<file path="src/brat_pkg.sv">
// shared types, codes and constants of the burst receive ack tracker
`default_nettype none

package brat_pkg;

  localparam int MAX_FRAMES = 16;
  localparam int BITMAP_W   = 16;
  localparam int NOW_W      = 48;
  localparam int AIR_W      = 20;
  localparam int GROUP_W    = 4;
  localparam int FRAME_W    = 4;
  // 5 * airtime * (max_group_size + 1)
  localparam int SPAN_W     = AIR_W + 3 + GROUP_W + 1;
  localparam int REM_W      = FRAME_W + 1;
  localparam int PADDR_W    = 3;

  typedef enum logic [1:0] {
    CMD_START   = 2'd0,
    CMD_PACKET  = 2'd1,
    CMD_TIMEOUT = 2'd2
  } cmd_t;

  typedef enum logic [1:0] {
    NS_AWAIT = 2'd0,
    NS_ACK   = 2'd1,
    NS_CRASH = 2'd2
  } next_state_t;

  // register index within the configuration map
  typedef enum logic {
    REG_AIRTIME = 1'b0,
    REG_GROUP   = 1'b1
  } reg_idx_t;

  typedef struct packed {
    cmd_t               cmd;
    logic [NOW_W-1:0]   now_us;
    logic [FRAME_W-1:0] frame_index;
    logic [FRAME_W-1:0] burst_last_index;
    logic               parity_bit;
    logic               first_burst_flag;
  } in_t;

  typedef struct packed {
    next_state_t         next_state;
    logic                deadline_valid;
    logic [NOW_W-1:0]    deadline_us;
    logic                new_burst;
    logic                flush_send;
    logic                forward_packet;
    logic [BITMAP_W-1:0] ack_bitmap;
  } out_t;

  // configuration as seen by the tracking logic
  typedef struct packed {
    logic [AIR_W-1:0]  airtime;
    logic [SPAN_W-1:0] start_span;
  } cfg_t;

endpackage

`default_nettype wire

</file>
<file path="src/brat_cfg_regs.sv">
// configuration register file with precomputed start window length
`default_nettype none

module brat_cfg_regs
  import brat_pkg::*;
(
  input  wire logic               clk,
  input  wire logic               rst_n,
  input  wire logic               cfg_psel,
  input  wire logic               cfg_penable,
  input  wire logic               cfg_pwrite,
  input  wire logic [PADDR_W-1:0] cfg_paddr,
  input  wire logic [31:0]        cfg_pwdata,
  output logic      [31:0]        cfg_prdata,
  output logic                    cfg_pready,
  output cfg_t                    cfg
);

  logic [AIR_W-1:0]   airtime_r;
  logic [GROUP_W-1:0] group_r;
  logic [SPAN_W-1:0]  span_r;
  logic [SPAN_W-1:0]  span_nxt;
  logic               wr_en;
  reg_idx_t           idx;

  assign cfg_pready = 1'b1;
  assign wr_en      = cfg_psel && cfg_penable && cfg_pwrite && cfg_pready;
  assign idx        = reg_idx_t'(cfg_paddr[2]);

  always_ff @(posedge clk) begin
    if (!rst_n) begin
      airtime_r <= '0;
      group_r   <= GROUP_W'(15);
    end else if (wr_en) begin
      unique case (idx)
        REG_AIRTIME: airtime_r <= cfg_pwdata[AIR_W-1:0];
        REG_GROUP:   group_r   <= cfg_pwdata[GROUP_W-1:0];
        default:     ;
      endcase
    end
  end

  always_comb begin
    unique case (idx)
      REG_AIRTIME: cfg_prdata = 32'(airtime_r);
      REG_GROUP:   cfg_prdata = 32'(group_r);
      default:     cfg_prdata = '0;
    endcase
  end

  // times five by shift and add, then one small multiply, registered
  always_comb begin
    span_nxt = SPAN_W'(({3'b000, airtime_r} << 2) + {3'b000, airtime_r})
             * SPAN_W'({1'b0, group_r} + (GROUP_W+1)'(1));
  end

  always_ff @(posedge clk) begin
    span_r <= span_nxt;
  end

  assign cfg.airtime    = airtime_r;
  assign cfg.start_span = span_r;

endmodule

`default_nettype wire

</file>
<file path="src/brat_core.sv">
// burst tracking state and per-transaction result logic
`default_nettype none

module brat_core
  import brat_pkg::*;
(
  input  wire logic clk,
  input  wire logic rst_n,
  input  wire logic upd_en,
  input  in_t       item,
  input  cfg_t      cfg,
  output out_t      res
);

  logic                ctx_r, ctx_nxt;
  logic                restart_r, restart_nxt;
  logic                par_r, par_nxt;
  logic [FRAME_W-1:0]  last_r, last_nxt;
  logic                prev_vld_r, prev_vld_nxt;
  logic [FRAME_W-1:0]  prev_r, prev_nxt;
  logic [BITMAP_W-1:0] bitmap_r, bitmap_nxt;
  logic                recv_r, recv_nxt;

  logic                newb;
  logic                flush;
  logic [REM_W-1:0]    end_cnt;
  logic [REM_W-1:0]    rem;
  logic [AIR_W+REM_W-1:0] air_prod;
  logic [BITMAP_W-1:0] frame_bit;

  always_comb begin
    newb  = 1'b0;
    flush = 1'b0;
    if (!ctx_r) begin
      newb = 1'b1;
    end else if (item.first_burst_flag && !restart_r) begin
      newb = 1'b1;
    end else if (par_r != item.parity_bit) begin
      newb  = 1'b1;
      flush = 1'b1;
    end else if (last_r != item.burst_last_index ||
                 (prev_vld_r && item.frame_index < prev_r)) begin
      newb = 1'b1;
    end
  end

  always_comb begin
    frame_bit = '0;
    if (int'(item.frame_index) < MAX_FRAMES) begin
      frame_bit = BITMAP_W'(1) << item.frame_index;
    end
  end

  // frames from this one to the burst end, floored at zero
  always_comb begin
    end_cnt  = {1'b0, last_nxt} + REM_W'(1);
    rem      = (end_cnt >= {1'b0, item.frame_index})
             ? end_cnt - {1'b0, item.frame_index} : '0;
    air_prod = cfg.airtime * (AIR_W+REM_W)'(rem);
  end

  always_comb begin
    ctx_nxt      = ctx_r;
    restart_nxt  = restart_r;
    par_nxt      = par_r;
    last_nxt     = last_r;
    prev_vld_nxt = prev_vld_r;
    prev_nxt     = prev_r;
    bitmap_nxt   = bitmap_r;
    recv_nxt     = recv_r;

    res                = '0;
    res.next_state     = NS_AWAIT;

    case (item.cmd)
      CMD_START: begin
        recv_nxt           = 1'b0;
        res.deadline_valid = 1'b1;
        res.deadline_us    = item.now_us + NOW_W'(cfg.start_span);
      end
      CMD_PACKET: begin
        recv_nxt     = 1'b1;
        ctx_nxt      = 1'b1;
        prev_vld_nxt = 1'b1;
        prev_nxt     = item.frame_index;
        if (newb) begin
          last_nxt    = item.burst_last_index;
          par_nxt     = item.parity_bit;
          restart_nxt = item.first_burst_flag;
          bitmap_nxt  = frame_bit;
        end else begin
          bitmap_nxt  = bitmap_r | frame_bit;
        end
        res.new_burst      = newb;
        res.flush_send     = flush;
        res.forward_packet = 1'b1;
        if (last_nxt == item.frame_index) begin
          res.next_state = NS_ACK;
        end else begin
          res.deadline_valid = 1'b1;
          res.deadline_us    = item.now_us + NOW_W'(air_prod);
        end
      end
      CMD_TIMEOUT: begin
        res.next_state = recv_r ? NS_ACK : NS_CRASH;
      end
      default: ;
    endcase
    res.ack_bitmap = bitmap_nxt;
  end

  always_ff @(posedge clk) begin
    if (!rst_n) begin
      ctx_r      <= 1'b0;
      restart_r  <= 1'b0;
      par_r      <= 1'b0;
      last_r     <= '0;
      prev_vld_r <= 1'b0;
      prev_r     <= '0;
      bitmap_r   <= '0;
      recv_r     <= 1'b0;
    end else if (upd_en) begin
      ctx_r      <= ctx_nxt;
      restart_r  <= restart_nxt;
      par_r      <= par_nxt;
      last_r     <= last_nxt;
      prev_vld_r <= prev_vld_nxt;
      prev_r     <= prev_nxt;
      bitmap_r   <= bitmap_nxt;
      recv_r     <= recv_nxt;
    end
  end

endmodule

`default_nettype wire

</file>
<file path="src/burst_receive_ack_tracker_top.sv">
// an input transaction passes the input register, then the result register, before out_valid
// throughput: one transaction per cycle unless the output stalls, set by the state update
// between the input register and the result register
// reset (synchronous, rst_n low): pipeline empty, tracking state cleared,
// airtime 0 and max group size 15
`default_nettype none

module burst_receive_ack_tracker_top
  import brat_pkg::*;
(
  input  wire logic               clk,
  input  wire logic               rst_n,
  input  wire logic               in_valid,
  output logic                    in_ready,
  input  in_t                     in_data,
  output logic                    out_valid,
  input  wire logic               out_ready,
  output out_t                    out_data,
  input  wire logic               cfg_psel,
  input  wire logic               cfg_penable,
  input  wire logic               cfg_pwrite,
  input  wire logic [PADDR_W-1:0] cfg_paddr,
  input  wire logic [31:0]        cfg_pwdata,
  output logic      [31:0]        cfg_prdata,
  output logic                    cfg_pready
);

  cfg_t cfg;
  in_t  item_r;
  logic item_vld_r;
  out_t res;
  out_t res_r;
  logic res_vld_r;
  logic adv;

  brat_cfg_regs u_cfg (
    .clk         (clk),
    .rst_n       (rst_n),
    .cfg_psel    (cfg_psel),
    .cfg_penable (cfg_penable),
    .cfg_pwrite  (cfg_pwrite),
    .cfg_paddr   (cfg_paddr),
    .cfg_pwdata  (cfg_pwdata),
    .cfg_prdata  (cfg_prdata),
    .cfg_pready  (cfg_pready),
    .cfg         (cfg)
  );

  // the result register takes a new value when empty or being drained
  assign adv      = !res_vld_r || out_ready;
  assign in_ready = !item_vld_r || adv;

  brat_core u_core (
    .clk    (clk),
    .rst_n  (rst_n),
    .upd_en (item_vld_r && adv),
    .item   (item_r),
    .cfg    (cfg),
    .res    (res)
  );

  always_ff @(posedge clk) begin
    if (!rst_n) begin
      item_vld_r <= 1'b0;
      res_vld_r  <= 1'b0;
    end else begin
      if (in_ready) begin
        item_vld_r <= in_valid;
      end
      if (adv) begin
        res_vld_r <= item_vld_r;
      end
    end
  end

  always_ff @(posedge clk) begin
    if (in_valid && in_ready) begin
      item_r <= in_data;
    end
    if (adv && item_vld_r) begin
      res_r <= res;
    end
  end

  assign out_valid = res_vld_r;
  assign out_data  = res_r;

endmodule

`default_nettype wire

</file>
<file path="config.mk">
export PLATFORM = sky130hd
export DESIGN_NAME = burst_receive_ack_tracker_top
export DESIGN_NICKNAME = d
export VERILOG_FILES = /design/src/brat_pkg.sv /design/src/brat_cfg_regs.sv /design/src/brat_core.sv /design/src/burst_receive_ack_tracker_top.sv
export SDC_FILE = /design/constraint.sdc
export NUM_CORES = 1
export LEC_CHECK = 0
export ABC_AREA = 1
export BUFFER_PORTS_ARGS = -buffer_cell sky130_fd_sc_hd__clkbuf_2
export CAP_MARGIN = 10
export CORE_ASPECT_RATIO = 1.25
export CORE_MARGIN = 2
export CORE_UTILIZATION = 60
export CTS_BUF_LIST = sky130_fd_sc_hd__clkbuf_4 sky130_fd_sc_hd__clkbuf_8
export DETAILED_ROUTE_END_ITERATION = 8
export PLACE_DENSITY = 0.93
export SLEW_MARGIN = 20
export SYNTH_ARGS = -nofsm -noshare
export SYNTH_HDL_FRONTEND = slang
export SYNTH_HIERARCHICAL = 1
export SYNTH_SLANG_ARGS = --single-unit
export TNS_END_PERCENT = 5
</file>
<file path="constraint.sdc">
create_clock -name clk -period 10.8 [get_ports clk]
set_input_delay 1.08 -clock clk [delete_from_list [all_inputs] [get_ports clk]]
set_output_delay 1.08 -clock clk [all_outputs]
set_load 0.05 [all_outputs]
</file>
==> results of run 1 <==
[through the flow]
step                utilization (%)  worst slack, ns
finish                         67.0             3.28
global route                   67.0             2.84
CTS                            66.9             3.45
detailed placement             64.7             3.65
global placement               64.7             3.81
floorplan                         -             4.78
[how the worst max path moves through the flow]
stage | startpoint | to | slack (ns) | cells after the start
2_1_floorplan | out_ready | u_core/par_r$_SDFFE_PN0P_ | 4.78 | 7
3_3_place_gp | item_r[59]$_DFFE_PP_ | out_data[55]$_DFFE_PP_ | 3.81 | 35
3_5_place_dp | item_r[59]$_DFFE_PP_ | out_data[45]$_DFFE_PP_ | 3.65 | 31
4_1_cts | item_r[59]$_DFFE_PP_ | out_data[55]$_DFFE_PP_ | 3.45 | 35
5_1_grt | item_r[59]$_DFFE_PP_ | out_data[46]$_DFFE_PP_ | 2.84 | 32
6_report | item_r[59]$_DFFE_PP_ | out_data[55]$_DFFE_PP_ | 3.28 | 35
[worst max-delay path, delay by kind of cell (launching register included)]
family | cells | cell delay (ns)
AO/OA/AOI/OAI | 2 | 0.22
XOR/XNOR | 1 | 0.20
adder cells (fa/ha/maj) | 7 | 3.00
buffers and inverters | 9 | 0.97
flip-flops | 1 | 0.40
AND/OR/NAND/NOR | 16 | 2.45
[cell families after synthesis]
kind of cell / Yosys count / synth area share (%)
and+or+nand+nor: 1637 / 32.6
other: 2 / 0.0355
buffers and inverters: 663 / 12.2
adders and majority gates: 272 / 21.2
DFF: 212 / 26.2
AOI/OAI and AO/OA: 211 / 5.31
xor gates and xnor gates: 54 / 2.38
[cell type report]
cell class / instances / area [um2] / share of cell area [%]
Antenna cell: 1 / 2.50 / 0.0108
Clock buffer: 53 / 654 / 2.82
Clock inverter: 15 / 131 / 0.567
Inverter: 607 / 2280 / 9.83
Multi-Input combinational cell: 2187 / 13100 / 56.3
Sequential cell: 212 / 5550 / 23.9
Tap cell: 468 / 586 / 2.53
Timing Repair Buffer: 183 / 926 / 4.00
[registers in the layout, summed over array words and instances (netlist names), 4 cells and up]
| name | count |
|---|---|
| item_r | 60 |
| out_data | 70 |
| u_cfg/airtime_r | 20 |
| u_cfg/group_r | 4 |
| u_cfg/span_r | 28 |
| u_core/bitmap_r | 16 |
| u_core/last_r | 4 |
| u_core/prev_r | 4 |
[per-layer routing]
metal,track usage [%],vias up
met5,0,-
met4,25.2,0
li1,-,9727
met2,58.9,1081
met3,4.80,317
met1,37.1,9244
[power breakdown]
| group | internal (uW) | total [uW] | leakage [uW] | switching [uW] |
|---|---|---|---|---|
| logic | 223 | 763 | 0.00998 | 540 |
| clock network | 424 | 788 | 0.000413 | 364 |
| registers | 921 | 965 | 0.00193 | 44.5 |
[cell usage after synthesis, types with 3 or more instances]
cell type,n
xnor2_1,29
or2_1,6
and2_1,6
edfxtp_1,130
o21ai_0,71
o21a_1,3
nand3_1,198
nor2_2,10
fa_1,143
buf_2,10
and3_1,4
nand2_4,3
o22ai_1,5
inv_1,594
or2_2,14
xor2_1,21
dfxtp_1,82
nor3_2,6
clkbuf_1,19
ha_1,129
nand2_2,11
nand3_2,8
nand3b_1,17
o21bai_1,6
nor3_1,24
buf_4,22
inv_2,11
nand2_1,917
nand4_1,31
nor2_1,372
clkbuf_2,3
o21ai_1,5
a21oi_1,110
==> flow_summary.yaml, run 1 <==
synthesis:
  synth_top_area_share_pct: 18.5
  yosysTopAreaCell: "edfxtp_1"
  yosysWarnings: 6
  ys_seq_area_share_pct: 26.2
  synthFlopType: "edfxtp_1"
  synth_edf_count: 130
  synthTopCellsByArea: "edfxtp_1 (18%), nand2_1 (16%), fa_1 (14%), inv_1 (11%), dfxtp_1 (7.8%)"
  syn_area_per_cell_um2: 6.93
  ys_async_sr_fraction_pct: 0
  netlist_area_um2: 21100
  ys_types: 52
  ys_seq_elements: 212
  syn_inst: 3051
sta:
  slew_headroom_pct: 35.0
  setup_viol: 0
  rsz0062_at_grt: "false"
  skew_ns: 0.0639
  whs_ns: 0.458
  period_minus_slack_ns: 7.52
  finalCritPeriodShare_pct: 69.6
  fmax_mhz: 133
  finalHoldViolCount: 0
  setup-tns-final_ns: 0
  tightest_slew_ns: 0.969
  drv_slew: 0
layout:
  syn_to_final_growth_pct: 9.67
  fillers: 2895
  fin_cells: 3726
  final_cell_mix: "nand2_1 (917), inv_1 (592), nor2_1 (372)"
  layout.nets: 3602
  final_common_cell: "nand2_1"
  finalInstanceArea_um2: 23200
  drive_gt1_share_pct: 10.1
clock_tree:
  clk_pin_slew_ns: 0.06
  cts_sinks: 212
  postCtsSetupBuffers: 0
  root_buffer: "clkbuf_8"
  cts_buffer_depth: 3
  h-tree-depth: 2
  cts_tree: "yes"
  holdBufCountCts: 0
  postCtsResizedCells: 0
  cts_buffers: 37
  insertion_delay_ns: 0.61
floorplan:
  core_um2: 34600
  rows: 76
  dieArea_um2: 36700
  initial_core_util_pct: 61.1
  fp.dieH_um: 214
  io_pins: 207
  die_x_um: 172
grt:
  overflow: 0
  grt_first_pass_wirelength_um: 96700
  grt_pass1_vias: 20300
  grt_usage_pct: 33.7
  grt_antenna_before_repair: 1
  grt_max_degree: 75
drt:
  ant_nets: 0
  drt_wl_total_um: 61100
  via_count: 20400
  dr.pass1.iters: 6
  drcViolationCount: 0
  top_layer: "met4"
  via_per_inst: 5.47
  wl_per_cell_um: 16.4
  wl_met3_um: 4370
  first_iter_violations: 1743
  wirelength_met1_um: 22200
  dr_wl_met2_um: 29400
worst_setup_path:
  max_stage_delay_ns: 0.54
  slowest_stage: "fa_1"
  critPathMaxFanout: 15
  r2r_start: "item_r[59]$_DFFE_PP_"
  crit_type: "reg -> reg"
  cp-end-kind: "flip-flop"
  crit_top_cell: "nand2_1"
  worstSetupStartpointType: "flip-flop"
  r2r-end: "out_data[55]$_DFFE_PP_"
  critPathArrivalTime_ns: 7.86
  rrSetupSlack_ns: 3.28
  worstPathRequired_ns: 11.15
  reg2regPathDepth: 35
placement:
  place_area_um2: 22400
  place.gp.congestion: 0.991
  dp_hpwl_um: 48300
  place.port_buffers: 179
  place_inst: 3657
run_status:
  status: "finished, final reports clean"
pwr:
  p_total_uw: 2520
  power.leakage_uw: 0.0123
  power_density_nw_per_um2: 109
  peakVddDrop_v: 0.0000832
worst_hold_path:
  min_to: "u_core/prev_r[3]$_SDFFE_PN0P_"
  hp-start: "u_core/prev_r[3]$_SDFFE_PN0P_"
  min_path_type: "reg -> reg"
  hold_depth: 2
job:
  cap_viol_max_count: 0
No activity file was read; power rests on OpenSTA's default activity.
==> inputs of run 2 (changes only) <==
- CORE_UTILIZATION: 60 -> 57
- PLACE_DENSITY: 0.93 -> 0.92
- clock period: 10.8 -> 6.25 ns (I/O delays scaled with it)
==> run 2 against run 1 <==
Against the previous run: the flow now finishes with violations (setup timing); maximum frequency rose by 16%; first-iteration DRC count rose by 24%; register-to-register slack got worse by 3.5 ns; critical endpoint is now out_data[63]$_DFFE_PP_; highest routed layer unchanged; clock power rose by 78%; sequential power rose by 73%; total power rose by 89%.
==> flow_summary.yaml, run 2 (synthesis results as in run 1) <==
placement:
  place.port_buffers: 179
  dp_hpwl_um: 49300
  place.gp.congestion: 1.02
  post-place-ws_ns: -0.361
  place_inst: 3747
layout:
  utilization_pct: 68.2
  fin_cells: 3845
  final_cell_mix: "nand2_1 (851), inv_1 (575), nor2_1 (344)"
  final_common_cell: "nand2_1"
  drive_gt1_share_pct: 17.7
  largest_reg_flops: 70
  syn_to_final_growth_pct: 17.4
  layout.nets: 3709
floorplan:
  rows: 78
  core_um2: 36400
  fp.dieH_um: 219
  die_x_um: 176
  io_pins: 207
  dieArea_um2: 38600
  initial_core_util_pct: 58.0
clock_tree:
  cts_sinks: 212
  cts_buffers: 37
  insertion_delay_ns: 0.61
  root_buffer: "clkbuf_8"
  clk_pin_slew_ns: 0.10
  holdBufCountCts: 0
  cts_tree: "yes"
  h-tree-depth: 2
  cts_buffer_depth: 3
sta:
  fmax_mhz: 154
  setup_viol: 8
  rsz0062_at_grt: "true"
  finalCritPeriodShare_pct: 104
  finalHoldViolCount: 0
  tightest_slew_ns: 0.942
  whs_ns: 0.191
  skew_ns: 0.0612
  drv_slew: 0
  fin_ws_ns: -0.234
  period_minus_slack_ns: 6.48
  slew_headroom_pct: 36.8
pwr:
  p_total_uw: 4770
  p_int_uw: 2950
  peakVddDrop_v: 0.000155
  power_density_nw_per_um2: 192
  seqPwrFrac_pct: 35.0
  power.share.combinational_pct: 35.6
  p_switching_uw: 1820
  pwr-share-clk_pct: 29.4
  swShare_pct: 38.2
  power.leakage_uw: 0.0130
grt:
  grt_first_pass_wirelength_um: 98200
  grt_usage_pct: 32.5
  overflow: 0
  grt_pass1_vias: 20000
  grt_max_degree: 61
  grt_antenna_before_repair: 1
run_status:
  violations: "setup timing"
  status: "finished with violations"
job:
  cap_viol_max_count: 0
drt:
  drt_wl_total_um: 68300
  first_iter_violations: 2168
  dr.pass1.iters: 9
  wl_per_cell_um: 17.8
  via_count: 21400
  ant_nets: 0
  drcViolationCount: 0
  via_per_inst: 5.57
worst_setup_path:
  worstSetupStartpointType: "flip-flop"
  critPathArrivalTime_ns: 6.80
  worstPathRequired_ns: 6.56
  crit_top_cell: "inv_2"
  max_stage_delay_ns: 0.60
  crit_type: "reg -> reg"
  slowest_stage: "fa_1"
  critPathMaxFanout: 6
  cp-end-kind: "flip-flop"
worst_hold_path:
  min_path_type: "in -> reg"
-- run 2: cell types whose count changed in the layout (fill, tap and decap cells not counted), sizes merged --
cell	delta
buf	+103
clkinv	+1
bufinv	+1
nand2	+4
inv	-2
-- run 2: worst max-delay path: cells and delay by family, from the launching register on --
kind	cells	cell delay, ns
fa+ha+maj	7	2.45
compound gates	3	0.44
simple gates	15	2.27
buf+inv	7	0.64
flops	1	0.41
-- run 2: power groups by stage --
stage	registers, uW	clock network [uW]	logic (uW)
6_report	1670	1400	1690
5_1_grt	1670	1480	1810
4_1_cts	1660	1410	1460
3_5_place_dp	1690	0	1380
3_3_place_gp	1690	0	1340
2_1_floorplan	1760	0	864
-- run 2: routing by layer --
metal	wire, um	GRT usage, %	up-vias
li1	-	-	9962
met1	23500	35.6	9718
met2	32700	57.6	1317
met5	0	0	-
met4	6100	23.0	0
met3	5890	4.73	401
-- run 2: repair_timing --
| action | CTS | global route |
|---|---|---|
| resized for setup | 47 | 167 |
| buffers inserted | 10 | 17 |
| gates cloned | 1 | 3 |
| pin swaps | 11 | 70 |
| endpoints found under the setup margin | 38 | 41 |
| endpoints found under the hold margin | 0 | 0 |
-- run 2: worst paths after layout --
check,start,to,slack [ns],depth (start not counted)
max reg2reg,item_r[59]$_DFFE_PP_,out_data[63]$_DFFE_PP_,-0.23,32
min reg2reg,u_core/prev_r[3]$_SDFFE_PN0P_,u_core/prev_r[3]$_SDFFE_PN0P_,0.46,2
max,item_r[59]$_DFFE_PP_,out_data[63]$_DFFE_PP_,-0.23,32
min,in_data[15],item_r[15]$_DFFE_PP_,0.19,1
-- run 2: cell type report --
cell class                 count  area [um2]
fill                        2869       11600
antenna                        1        2.50
sequential                   212        5550
clock inverter                15         138
timing repair buffer         286        1740
inverter                     607        2290
multi-input combinational   2191       13800
clock buffer                  53         667
tap                          480         601
-- run 2: stage by stage --
stage          cell area, um2  TNS [ns]
2_1_floorplan           21200         0
3_3_place_gp            23000    -0.638
3_5_place_dp            23000     -8.07
4_1_cts                 24100         0
5_1_grt                 24800     -5.59
6_report                24800    -0.848
